[src/rtl/rcfg_pkg.sv]
// ----------------------------------------------------------------------------
// rcfg_pkg
// Shared types and constants for the radio command frame gate.
// ----------------------------------------------------------------------------
package rcfg_pkg;

  localparam int RX_W      = 8;
  localparam int TIME_W    = 32;
  localparam int STATE_W   = 3;
  localparam int ALT_W     = 18;
  localparam int VS_W      = 15;
  localparam int TMO_W     = 16;
  localparam int RESP_W    = 5;
  localparam int CFG_IDX_W = 2;
  localparam int CFG_DAT_W = 18;
  localparam int IN_DATA_W  = 80;
  localparam int OUT_DATA_W = 16;

  localparam int HEAD_DEPTH = 5;
  localparam int HEAD_IDX_W = 3;

  // configuration register indexes
  localparam logic [CFG_IDX_W-1:0] CFG_FRAME_TIMEOUT = 2'd0;
  localparam logic [CFG_IDX_W-1:0] CFG_AIRBORNE_ALT  = 2'd1;
  localparam logic [CFG_IDX_W-1:0] CFG_FALLING_SPEED = 2'd2;

  localparam logic [TMO_W-1:0]        TIMEOUT_RESET = 16'd200;
  localparam logic signed [ALT_W-1:0] ALT_RESET     = 18'sd2000;
  localparam logic signed [VS_W-1:0]  FALL_RESET    = -15'sd200;

  // flight states
  localparam logic [STATE_W-1:0] FS_IDLE    = 3'd0;
  localparam logic [STATE_W-1:0] FS_ASCENT  = 3'd1;
  localparam logic [STATE_W-1:0] FS_FAST    = 3'd2;
  localparam logic [STATE_W-1:0] FS_SLOW    = 3'd3;
  localparam logic [STATE_W-1:0] FS_LANDED  = 3'd4;

  // ASCII
  localparam logic [RX_W-1:0] CH_OPEN  = 8'h3C; // '<'
  localparam logic [RX_W-1:0] CH_CLOSE = 8'h3E; // '>'
  localparam logic [RX_W-1:0] CH_C     = 8'h43;
  localparam logic [RX_W-1:0] CH_M     = 8'h4D;
  localparam logic [RX_W-1:0] CH_D     = 8'h44;
  localparam logic [RX_W-1:0] CH_COLON = 8'h3A;
  localparam logic [RX_W-1:0] CH_R     = 8'h52;
  localparam logic [RX_W-1:0] CH_ZERO  = 8'h30;
  localparam logic [RX_W-1:0] CH_ONE   = 8'h31;
  localparam logic [RX_W-1:0] CH_S     = 8'h53;
  localparam logic [RX_W-1:0] CH_O     = 8'h4F;
  localparam logic [RX_W-1:0] CH_I     = 8'h49;
  localparam logic [RX_W-1:0] CH_A     = 8'h41;
  localparam logic [RX_W-1:0] CH_L     = 8'h4C;

  // response codes
  localparam logic [RESP_W-1:0] RSP_RESET        = 5'd0;
  localparam logic [RESP_W-1:0] RSP_BARO_CAL     = 5'd1;
  localparam logic [RESP_W-1:0] RSP_IMU_CAL      = 5'd2;
  localparam logic [RESP_W-1:0] RSP_CLOSED       = 5'd3;
  localparam logic [RESP_W-1:0] RSP_ALREADY_OPEN = 5'd4;
  localparam logic [RESP_W-1:0] RSP_TEST_OPEN    = 5'd5;
  localparam logic [RESP_W-1:0] RSP_EMERGENCY    = 5'd6;
  localparam logic [RESP_W-1:0] RSP_DEPLOY_DENY  = 5'd7;
  localparam logic [RESP_W-1:0] RSP_AUTO         = 5'd8;
  localparam logic [RESP_W-1:0] RSP_IDLE         = 5'd9;
  localparam logic [RESP_W-1:0] RSP_LANDED       = 5'd10;
  localparam logic [RESP_W-1:0] RSP_ASCENT       = 5'd11;
  localparam logic [RESP_W-1:0] RSP_ASCENT_DENY  = 5'd12;
  localparam logic [RESP_W-1:0] RSP_FLIGHT_DENY  = 5'd13;
  localparam logic [RESP_W-1:0] RSP_UNKNOWN      = 5'd14;
  localparam logic [RESP_W-1:0] RSP_BAD_SIG      = 5'd15;
  localparam logic [RESP_W-1:0] RSP_TOO_LONG     = 5'd16;

  typedef enum logic [1:0] {
    EVT_NONE,
    EVT_CMD,
    EVT_BAD_SIG,
    EVT_TOO_LONG
  } frame_evt_kind_t;

  typedef struct packed {
    frame_evt_kind_t kind;
    logic [RX_W-1:0] letter;
  } frame_evt_t;

  typedef struct packed {
    logic               emit;
    logic [RESP_W-1:0]  response;
    logic               set_state;
    logic [STATE_W-1:0] next_state;
    logic               open_chute;
    logic               close_chute;
    logic               calibrate_baro;
    logic               calibrate_imu;
    logic               reset_detectors;
    logic               clear_override;
    logic               wipe_mission;
  } cmd_result_t;

endpackage

[src/rtl/rcfg_frame.sv]
// ----------------------------------------------------------------------------
// rcfg_frame
// Frame tracker: timeout, '<' restart, payload head capture and overflow.
// ----------------------------------------------------------------------------
module rcfg_frame #(
  parameter int MAX_PAYLOAD = 14
) (
  input  logic                          clk,
  input  logic                          rst,
  input  logic                          fire,
  input  logic [rcfg_pkg::RX_W-1:0]     rx_byte,
  input  logic [rcfg_pkg::TIME_W-1:0]   now_ms,
  input  logic [rcfg_pkg::TMO_W-1:0]    frame_timeout_ms,
  output rcfg_pkg::frame_evt_t          evt
);
  import rcfg_pkg::*;

  localparam int CW = $clog2(MAX_PAYLOAD + 1);

  logic              frame_open;
  logic              frame_open_next;
  logic [CW-1:0]     payload_count;
  logic [CW-1:0]     payload_count_next;
  logic [TIME_W-1:0] frame_start_ms;
  logic [RX_W-1:0]   payload_head [HEAD_DEPTH];

  logic [TIME_W-1:0] age;
  logic              open_eff;
  logic              sig_ok;
  logic              head_we;

  assign age      = now_ms - frame_start_ms;
  assign open_eff = frame_open && !(age > TIME_W'(frame_timeout_ms));
  assign sig_ok   = (payload_count == CW'(HEAD_DEPTH)) && (payload_head[0] == CH_C) &&
                    (payload_head[1] == CH_M) && (payload_head[2] == CH_D) &&
                    (payload_head[3] == CH_COLON);

  always_comb begin
    frame_open_next    = open_eff;
    payload_count_next = payload_count;
    head_we            = 1'b0;
    evt.kind           = EVT_NONE;
    evt.letter         = payload_head[HEAD_DEPTH-1];
    if (rx_byte == CH_OPEN) begin
      frame_open_next    = 1'b1;
      payload_count_next = '0;
    end else if (open_eff && rx_byte == CH_CLOSE) begin
      frame_open_next    = 1'b0;
      payload_count_next = '0;
      evt.kind           = sig_ok ? EVT_CMD : EVT_BAD_SIG;
    end else if (open_eff) begin
      if (payload_count < CW'(MAX_PAYLOAD)) begin
        head_we            = payload_count < CW'(HEAD_DEPTH);
        payload_count_next = payload_count + CW'(1);
      end else begin
        frame_open_next    = 1'b0;
        payload_count_next = '0;
        evt.kind           = EVT_TOO_LONG;
      end
    end else begin
      payload_count_next = '0;
    end
  end

  always_ff @(posedge clk) begin
    if (rst) begin
      frame_open     <= 1'b0;
      payload_count  <= '0;
      frame_start_ms <= '0;
    end else if (fire) begin
      frame_open    <= frame_open_next;
      payload_count <= payload_count_next;
      if (rx_byte == CH_OPEN) begin
        frame_start_ms <= now_ms;
      end
    end
  end

  always_ff @(posedge clk) begin
    if (fire && head_we) begin
      payload_head[payload_count[HEAD_IDX_W-1:0]] <= rx_byte;
    end
  end

`ifndef NO_ASSERTIONS
  a_count_bound: assert property (@(posedge clk) disable iff (rst)
    payload_count <= CW'(MAX_PAYLOAD))
    else $error("payload count beyond limit");
  a_closed_empty: assert property (@(posedge clk) disable iff (rst)
    !frame_open |-> payload_count == '0)
    else $error("closed frame holds payload");
  a_close_event: assert property (@(posedge clk) disable iff (rst)
    fire && evt.kind != EVT_NONE |=> !frame_open)
    else $error("frame still open after result");
`endif

endmodule

[src/rtl/rcfg_decode.sv]
// ----------------------------------------------------------------------------
// rcfg_decode
// Command letter decoder with flight context gating.
// ----------------------------------------------------------------------------
module rcfg_decode (
  input  rcfg_pkg::frame_evt_t                 evt,
  input  logic [rcfg_pkg::STATE_W-1:0]         flight_state,
  input  logic                                 chute_deployed,
  input  logic                                 baro_ok,
  input  logic signed [rcfg_pkg::ALT_W-1:0]    altitude_cm,
  input  logic signed [rcfg_pkg::VS_W-1:0]     vertical_speed_cm_s,
  input  logic signed [rcfg_pkg::ALT_W-1:0]    airborne_altitude_cm,
  input  logic signed [rcfg_pkg::VS_W-1:0]     falling_speed_cm_s,
  output rcfg_pkg::cmd_result_t                res
);
  import rcfg_pkg::*;

  logic ground;
  logic airborne;

  assign ground   = (flight_state == FS_IDLE) || (flight_state == FS_LANDED);
  assign airborne = baro_ok && ((altitude_cm > airborne_altitude_cm) ||
                                (vertical_speed_cm_s < falling_speed_cm_s));

  always_comb begin
    res      = '0;
    res.emit = 1'b1;
    unique case (evt.kind)
      EVT_NONE:     res.emit = 1'b0;
      EVT_BAD_SIG:  res.response = RSP_BAD_SIG;
      EVT_TOO_LONG: res.response = RSP_TOO_LONG;
      EVT_CMD: begin
        case (evt.letter) inside
          CH_R: begin
            if (ground) begin
              res.response        = RSP_RESET;
              res.set_state       = 1'b1;
              res.next_state      = FS_IDLE;
              res.calibrate_baro  = baro_ok;
              res.calibrate_imu   = 1'b1;
              res.reset_detectors = 1'b1;
              res.clear_override  = 1'b1;
              res.wipe_mission    = 1'b1;
            end else begin
              res.response = RSP_FLIGHT_DENY;
            end
          end
          CH_C: begin
            if (ground && baro_ok) begin
              res.response        = RSP_BARO_CAL;
              res.calibrate_baro  = 1'b1;
              res.reset_detectors = 1'b1;
            end else if (ground) begin
              res.emit = 1'b0;
            end else begin
              res.response = RSP_FLIGHT_DENY;
            end
          end
          CH_M: begin
            if (ground) begin
              res.response      = RSP_IMU_CAL;
              res.calibrate_imu = 1'b1;
            end else begin
              res.response = RSP_FLIGHT_DENY;
            end
          end
          CH_ZERO: begin
            if (ground) begin
              res.response    = RSP_CLOSED;
              res.close_chute = 1'b1;
            end else begin
              res.response = RSP_FLIGHT_DENY;
            end
          end
          CH_ONE, CH_S: begin
            if (chute_deployed) begin
              res.response = RSP_ALREADY_OPEN;
            end else if (ground && !airborne) begin
              res.response   = RSP_TEST_OPEN;
              res.open_chute = 1'b1;
            end else if (flight_state != FS_ASCENT && flight_state != FS_FAST &&
                         flight_state != FS_IDLE) begin
              res.response = RSP_DEPLOY_DENY;
            end else begin
              res.response        = RSP_EMERGENCY;
              res.set_state       = 1'b1;
              res.next_state      = FS_SLOW;
              res.reset_detectors = 1'b1;
              res.clear_override  = 1'b1;
            end
          end
          CH_O: begin
            res.response        = RSP_AUTO;
            res.reset_detectors = 1'b1;
            res.clear_override  = 1'b1;
          end
          CH_I: begin
            if (ground) begin
              res.response        = RSP_IDLE;
              res.set_state       = 1'b1;
              res.next_state      = FS_IDLE;
              res.reset_detectors = 1'b1;
              res.clear_override  = 1'b1;
            end else begin
              res.response = RSP_FLIGHT_DENY;
            end
          end
          CH_A: begin
            if (flight_state != FS_IDLE) begin
              res.response = RSP_ASCENT_DENY;
            end else begin
              res.response        = RSP_ASCENT;
              res.set_state       = 1'b1;
              res.next_state      = FS_ASCENT;
              res.reset_detectors = 1'b1;
              res.clear_override  = 1'b1;
            end
          end
          CH_L: begin
            if (ground) begin
              res.response        = RSP_LANDED;
              res.set_state       = 1'b1;
              res.next_state      = FS_LANDED;
              res.reset_detectors = 1'b1;
              res.clear_override  = 1'b1;
            end else begin
              res.response = RSP_FLIGHT_DENY;
            end
          end
          default: res.response = RSP_UNKNOWN;
        endcase
      end
      default: res.emit = 1'b0;
    endcase
  end

endmodule

[src/rtl/radio_command_frame_gate.sv]
// ----------------------------------------------------------------------------
// radio_command_frame_gate
// Frames '<'...'>' radio packets and decodes "CMD:x" into responses and
// action strobes, gated by the flight context carried with each byte.
// ----------------------------------------------------------------------------
//  channel | direction | beat
//  s_axis  | in        | one received byte with timestamp and flight context
//  m_axis  | out       | zero or one command result per input byte
//  cfg     | in        | register write: timeout, airborne altitude, fall speed
//
// One byte per cycle while the result register is not stalled; a result passes
// from its byte beat through the input register and then the result register.
// Reset closes any open frame and restores the register defaults.
// A stalled result holds the result register; the input register keeps taking
// a byte while it is empty or the result register is free or being drained.
module radio_command_frame_gate #(
  parameter int MAX_PAYLOAD = 14
) (
  input  logic                               clk,
  input  logic                               rst,
  input  logic                               s_axis_tvalid,
  output logic                               s_axis_tready,
  // rx_byte[7:0], now_ms[39:8], flight_state[42:40], chute_deployed[43],
  // baro_ok[44], altitude_cm[62:45], vertical_speed_cm_s[77:63], zero[79:78]
  input  logic [rcfg_pkg::IN_DATA_W-1:0]     s_axis_tdata,
  output logic                               m_axis_tvalid,
  input  logic                               m_axis_tready,
  // response[4:0], set_state[5], next_state[8:6], open_chute[9],
  // close_chute[10], calibrate_baro[11], calibrate_imu[12],
  // reset_detectors[13], clear_override[14], wipe_mission[15]
  output logic [rcfg_pkg::OUT_DATA_W-1:0]    m_axis_tdata,
  input  logic                               cfg_we,
  input  logic [rcfg_pkg::CFG_IDX_W-1:0]     cfg_index,
  input  logic [rcfg_pkg::CFG_DAT_W-1:0]     cfg_data
);
  import rcfg_pkg::*;

  logic [TMO_W-1:0]        frame_timeout_ms;
  logic signed [ALT_W-1:0] airborne_altitude_cm;
  logic signed [VS_W-1:0]  falling_speed_cm_s;

  logic                 in_valid;
  logic [IN_DATA_W-1:0] in_data;
  logic                 advance;
  logic                 fire;
  frame_evt_t           evt;
  cmd_result_t          res;

  always_ff @(posedge clk) begin
    if (rst) begin
      frame_timeout_ms     <= TIMEOUT_RESET;
      airborne_altitude_cm <= ALT_RESET;
      falling_speed_cm_s   <= FALL_RESET;
    end else if (cfg_we) begin
      case (cfg_index)
        CFG_FRAME_TIMEOUT: frame_timeout_ms     <= cfg_data[TMO_W-1:0];
        CFG_AIRBORNE_ALT:  airborne_altitude_cm <= cfg_data[ALT_W-1:0];
        CFG_FALLING_SPEED: falling_speed_cm_s   <= cfg_data[VS_W-1:0];
        default: ;
      endcase
    end
  end

  assign advance       = !m_axis_tvalid || m_axis_tready;
  assign fire          = in_valid && advance;
  assign s_axis_tready = !in_valid || advance;

  always_ff @(posedge clk) begin
    if (rst) begin
      in_valid <= 1'b0;
    end else if (s_axis_tready) begin
      in_valid <= s_axis_tvalid;
    end
  end

  always_ff @(posedge clk) begin
    if (s_axis_tvalid && s_axis_tready) begin
      in_data <= s_axis_tdata;
    end
  end

  rcfg_frame #(
    .MAX_PAYLOAD(MAX_PAYLOAD)
  ) u_frame (
    .clk              (clk),
    .rst              (rst),
    .fire             (fire),
    .rx_byte          (in_data[7:0]),
    .now_ms           (in_data[39:8]),
    .frame_timeout_ms (frame_timeout_ms),
    .evt              (evt)
  );

  rcfg_decode u_decode (
    .evt                  (evt),
    .flight_state         (in_data[42:40]),
    .chute_deployed       (in_data[43]),
    .baro_ok              (in_data[44]),
    .altitude_cm          (in_data[62:45]),
    .vertical_speed_cm_s  (in_data[77:63]),
    .airborne_altitude_cm (airborne_altitude_cm),
    .falling_speed_cm_s   (falling_speed_cm_s),
    .res                  (res)
  );

  always_ff @(posedge clk) begin
    if (rst) begin
      m_axis_tvalid <= 1'b0;
    end else if (advance) begin
      m_axis_tvalid <= fire && res.emit;
    end
  end

  always_ff @(posedge clk) begin
    if (advance) begin
      m_axis_tdata <= {res.wipe_mission, res.clear_override, res.reset_detectors,
                       res.calibrate_imu, res.calibrate_baro, res.close_chute,
                       res.open_chute, res.next_state, res.set_state, res.response};
    end
  end

`ifndef NO_ASSERTIONS
  a_state_idle: assert property (@(posedge clk) disable iff (rst)
    m_axis_tvalid && !m_axis_tdata[5] |-> m_axis_tdata[8:6] == FS_IDLE)
    else $error("next state without set");
  a_chute_excl: assert property (@(posedge clk) disable iff (rst)
    m_axis_tvalid |-> !(m_axis_tdata[9] && m_axis_tdata[10]))
    else $error("open and close chute together");
  a_error_quiet: assert property (@(posedge clk) disable iff (rst)
    m_axis_tvalid && (m_axis_tdata[4:0] == RSP_BAD_SIG ||
                      m_axis_tdata[4:0] == RSP_TOO_LONG) |-> m_axis_tdata[15:5] == '0)
    else $error("strobes on error response");
  a_no_result_idle: assert property (@(posedge clk) disable iff (rst)
    advance && !fire |=> !m_axis_tvalid)
    else $error("result without byte");
`endif

endmodule
[config.mk]
export PLATFORM = sky130hd
export DESIGN_NAME = radio_command_frame_gate
export DESIGN_NICKNAME = d
export VERILOG_FILES = /design/src/rtl/rcfg_pkg.sv /design/src/rtl/rcfg_frame.sv /design/src/rtl/rcfg_decode.sv /design/src/rtl/radio_command_frame_gate.sv
export SDC_FILE = /design/constraint.sdc
export NUM_CORES = 1
export LEC_CHECK = 0
export BUFFER_PORTS_ARGS = -buffer_cell sky130_fd_sc_hd__buf_2
export CAP_MARGIN = 20
export CORE_MARGIN = 4
export CORE_UTILIZATION = 60
export DETAILED_ROUTE_END_ITERATION = 7
export PLACE_DENSITY = 0.81
export SETUP_SLACK_MARGIN = 0.5
export SLEW_MARGIN = 20
export SYNTH_ARGS = -nofsm -noshare
export SYNTH_HDL_FRONTEND = slang
export SYNTH_HIERARCHICAL = 1
export SYNTH_SLANG_ARGS = --single-unit
[constraint.sdc]
create_clock -name clk -period 5.45 [get_ports clk]
set_clock_uncertainty 0.2 [all_clocks]
set_input_delay 0.545 -clock clk [delete_from_list [all_inputs] [get_ports clk]]
set_output_delay 0.545 -clock clk [all_outputs]
set_load 0.05 [all_outputs]
==> impl_metrics.py <==
metrics = {
    "min_path": {
        "hold_depth": 1,
        "hp-class": "input pin to register",
    },
    "cts": {
        "cts_buffer_depth": 3,
        "cts_tree": "built",
        "cts-root-buf": "clkbuf_16",
        "numCtsBuffers": 25,
        "clkLatencyLatePin_ps": 530,
        "cts_max_level": 1,
        "cts.sinks": 222,
        "clk_pin_slew_worst_paths_ps": 60,
    },
    "route": {
        "wl_mm": 28.6,
        "drc": 0,
        "first_pass_iters": 5,
        "ant_nets": 0,
        "post_drt_wl_per_cell_um": 17.3,
        "viasPerCell": 5.68,
        "vias": 9403,
        "drtIter0Drc": 636,
    },
    "flow_run": {
        "cap_violations": 0,
    },
    "setup_path": {
        "crit_chain": "ha_1 > nor2b_4 > o2111ai_4 > nand2_1 > nand3_1 > nand2_2 > a21oi_2 > o21bai_1 > xor2_1 > ha_1 > a21o_1 > nand3_2 > a21oi_1 > o31a_1 > a21o_1 > nor4bb_1 > nor4b_4 > nand3_2 > nor3b_4 > nand2b_4 > or3_4 > nor3_2 > or3_1",
        "cp-start-kind": "register",
        "crit_buf_inv": 0,
        "timing.reg2reg.setup_slack_ps": 300,
        "critPathTopFamily": "simple AND/OR/NAND/NOR gates",
        "reg2reg_depth": 23,
        "arrival_ps": 5220,
        "crit_type": "register to register",
        "cp.depth": 23,
        "cp_data_required_time_ps": 5520,
        "crit_slowest_cell": "edfxtp_1",
        "cpPeakStageDelay_ps": 420,
        "crit_path_max_fanout": 5,
        "crit_path_end_kind": "register",
    },
    "die": {
        "io_pins": 123,
        "rows": 51,
        "die-area_um2": 22100,
        "coreArea_um2": 19500,
        "start_util_pct": 60.9,
        "die_w_um": 149,
        "die_h_um": 149,
    },
    "timing": {
        "drv_slew": 0,
        "setup_viol": 0,
        "finalHoldViolations": 0,
        "min_period_over_period_pct": 94.4,
        "finalSetupTns_ps": 0,
        "fin_crit_ps": 5150,
        "rsz0062_at_grt": "true",
        "tightest_slew_ps": 1120,
        "fmax_ghz": 0.194,
        "maxSlewHeadroom_pct": 25.5,
    },
    "synthesis": {
        "synth_warnings": 6,
        "async_reset_ff_share_pct": 0,
        "syn_area_per_cell_um2": 10.2,
        "synth_nets": 1345,
        "synth-compound-area-share_pct": 13.6,
        "synthCells": 1157,
        "synthAdderAreaFrac_pct": 8.82,
        "synthMuxAreaShare_pct": 4.31,
        "ys_types": 91,
        "synth_flop_cell": "edfxtp_1",
        "seq_area_frac_synth_pct": 48.8,
        "synthesis.area_um2": 11900,
        "synth_edf_count": 134,
        "synth_xor_area_share_pct": 1.40,
        "synth-simple-area-share_pct": 18.1,
        "synth-seq-cells": 222,
        "synth_top_family_by_area": "simple AND/OR/NAND/NOR gates",
    },
    "global_routing": {
        "grt_max_degree": 121,
        "grt_pass1_vias": 9310,
        "antenna_found_initial": 1,
        "grt_overflow": 0,
        "grt_pass1_wl_mm": 44.2,
        "grt_usage_pct": 24.5,
    },
    "place": {
        "port-buffer-count": 120,
        "hpwl_mm": 18.5,
        "gp_congestion": 0.881,
    },
    "final_layout": {
        "utilization_pct": 75.6,
        "multi_input_area_um2": 5840,
        "regArea_um2": 5790,
        "drive_gt1_share_pct": 20.5,
        "areaGrowthSynthToFinish_pct": 24.0,
        "layout_common_cells": "edfxtp_1, buf_2, nand2_1, a21oi_1, inv_1",
        "nNetsFinal": 1557,
        "final_common_cell": "edfxtp_1",
        "fillers": 1305,
    },
    "power": {
        "p_leak_nw": 5.70,
        "p_per_area_nw_per_um2": 262,
        "ir_worst_vdd_mv": 0.232,
    },
    "status": {
        "status": "finished, final reports clean",
    },
}
flip-flops by register name, summed over array words and instances (netlist names):
name / count
airborne_altitude_cm: 18
falling_speed_cm_s: 15
frame_timeout_ms: 16
in_data: 78
in_valid: 1
m_axis_tdata: 16
m_axis_tvalid: 1
u_frame/frame_open: 1
u_frame/frame_start_ms: 32
u_frame/payload_count: 4
u_frame/payload_head: 40
per-stage QoR:
stage	worst slack [ps]	cells	cell area (um^2)	total power, W	hold WS, ps
finish	304	1655	14700	0.00385	14.2
global route	-3.58	1654	14700	0.00399	5.03
CTS	434	1636	14300	0.00384	0.168
detailed placement	75.5	1513	12700	0.00226	246
global placement	208	1513	12700	0.00225	241
floorplan	474	1157	11900	0.00215	236
timing repair:
item | in CTS | in global routing
hold buffers | 67 | 3
setup endpoints to repair | 44 | 57
endpoints found under the hold margin | 67 | 3
setup buffers | 10 | 14
pin swaps | 17 | 31
gates cloned | 0 | 0
gates resized for setup | 23 | 47
layer usage:
layer	routed length, um	vias to the layer above	global-route usage (%)	share of wire, %
met4	918	0	8.04	3.2
met5	0	-	0	0
met1	12100	4403	32.0	42
met3	1560	68	3.60	5.5
met2	14000	324	42.1	49
li1	-	4608	-	-
final cells by class:
type                    count  area share, %
flip-flops and latches    222           39.4
diodes                      2         0.0340
clock inverters            11          0.536
repair buffers            228           10.9
inverters                  99           2.53
clock buffers              35           4.65
well taps                 265           2.25
multi-input cells         793           39.7
Yosys cell counts (11+ instances only):
cell type	instances	share of area [%]
clkbuf_1	25	0.79
a211oi_1	11	0.70
o21ai_0	25	1.1
nor3_1	18	0.76
nand2_1	107	3.4
nand2b_1	54	2.8
dfxtp_1	88	15
inv_1	99	3.1
xnor2_1	11	0.81
a21oi_1	106	4.5
nor2b_1	12	0.63
ha_1	82	8.7
nand4_1	25	1.3
nor2_1	73	2.3
mux2i_1	51	4.3
nand3_1	24	1.0
edfxtp_1	134	34
nor4_1	12	0.63
buf_2	13	0.55
a21o_1	15	0.95
power breakdown:
part           switching [W]  internal, W
clock               0.000656     0.000884
sequential         0.0000302      0.00183
combinational       0.000244     0.000208
total               0.000931      0.00292
final timing paths:
check                              from                         end
max reg2reg                  in_data[9]             m_axis_tdata[0]
min reg2reg  u_frame/frame_start_ms[13]  u_frame/frame_start_ms[13]
min                    s_axis_tdata[69]                 in_data[69]
max                          in_data[9]             m_axis_tdata[0]
worst register-to-register path, delay by kind of cell (launching register included):
family	cells	cell delay (ps)
adder cells (fa/ha/maj)	2	610
XOR/XNOR	1	160
AO/OA/AOI/OAI	7	1230
flip-flops	1	420
AND/OR/NAND/NOR	13	2270
cells by family (layout without fill, tap and decap cells):
kind of cell,count (synthesis),after routing
other,0,2
XOR/XNOR,19,19
flip-flops,222,222
AO/OA/AOI/OAI,243,243
buffers and inverters,142,373
AND/OR/NAND/NOR,397,397
multiplexers,51,51
adder cells (fa/ha/maj),83,83
Power figures use the tool's default switching activity.
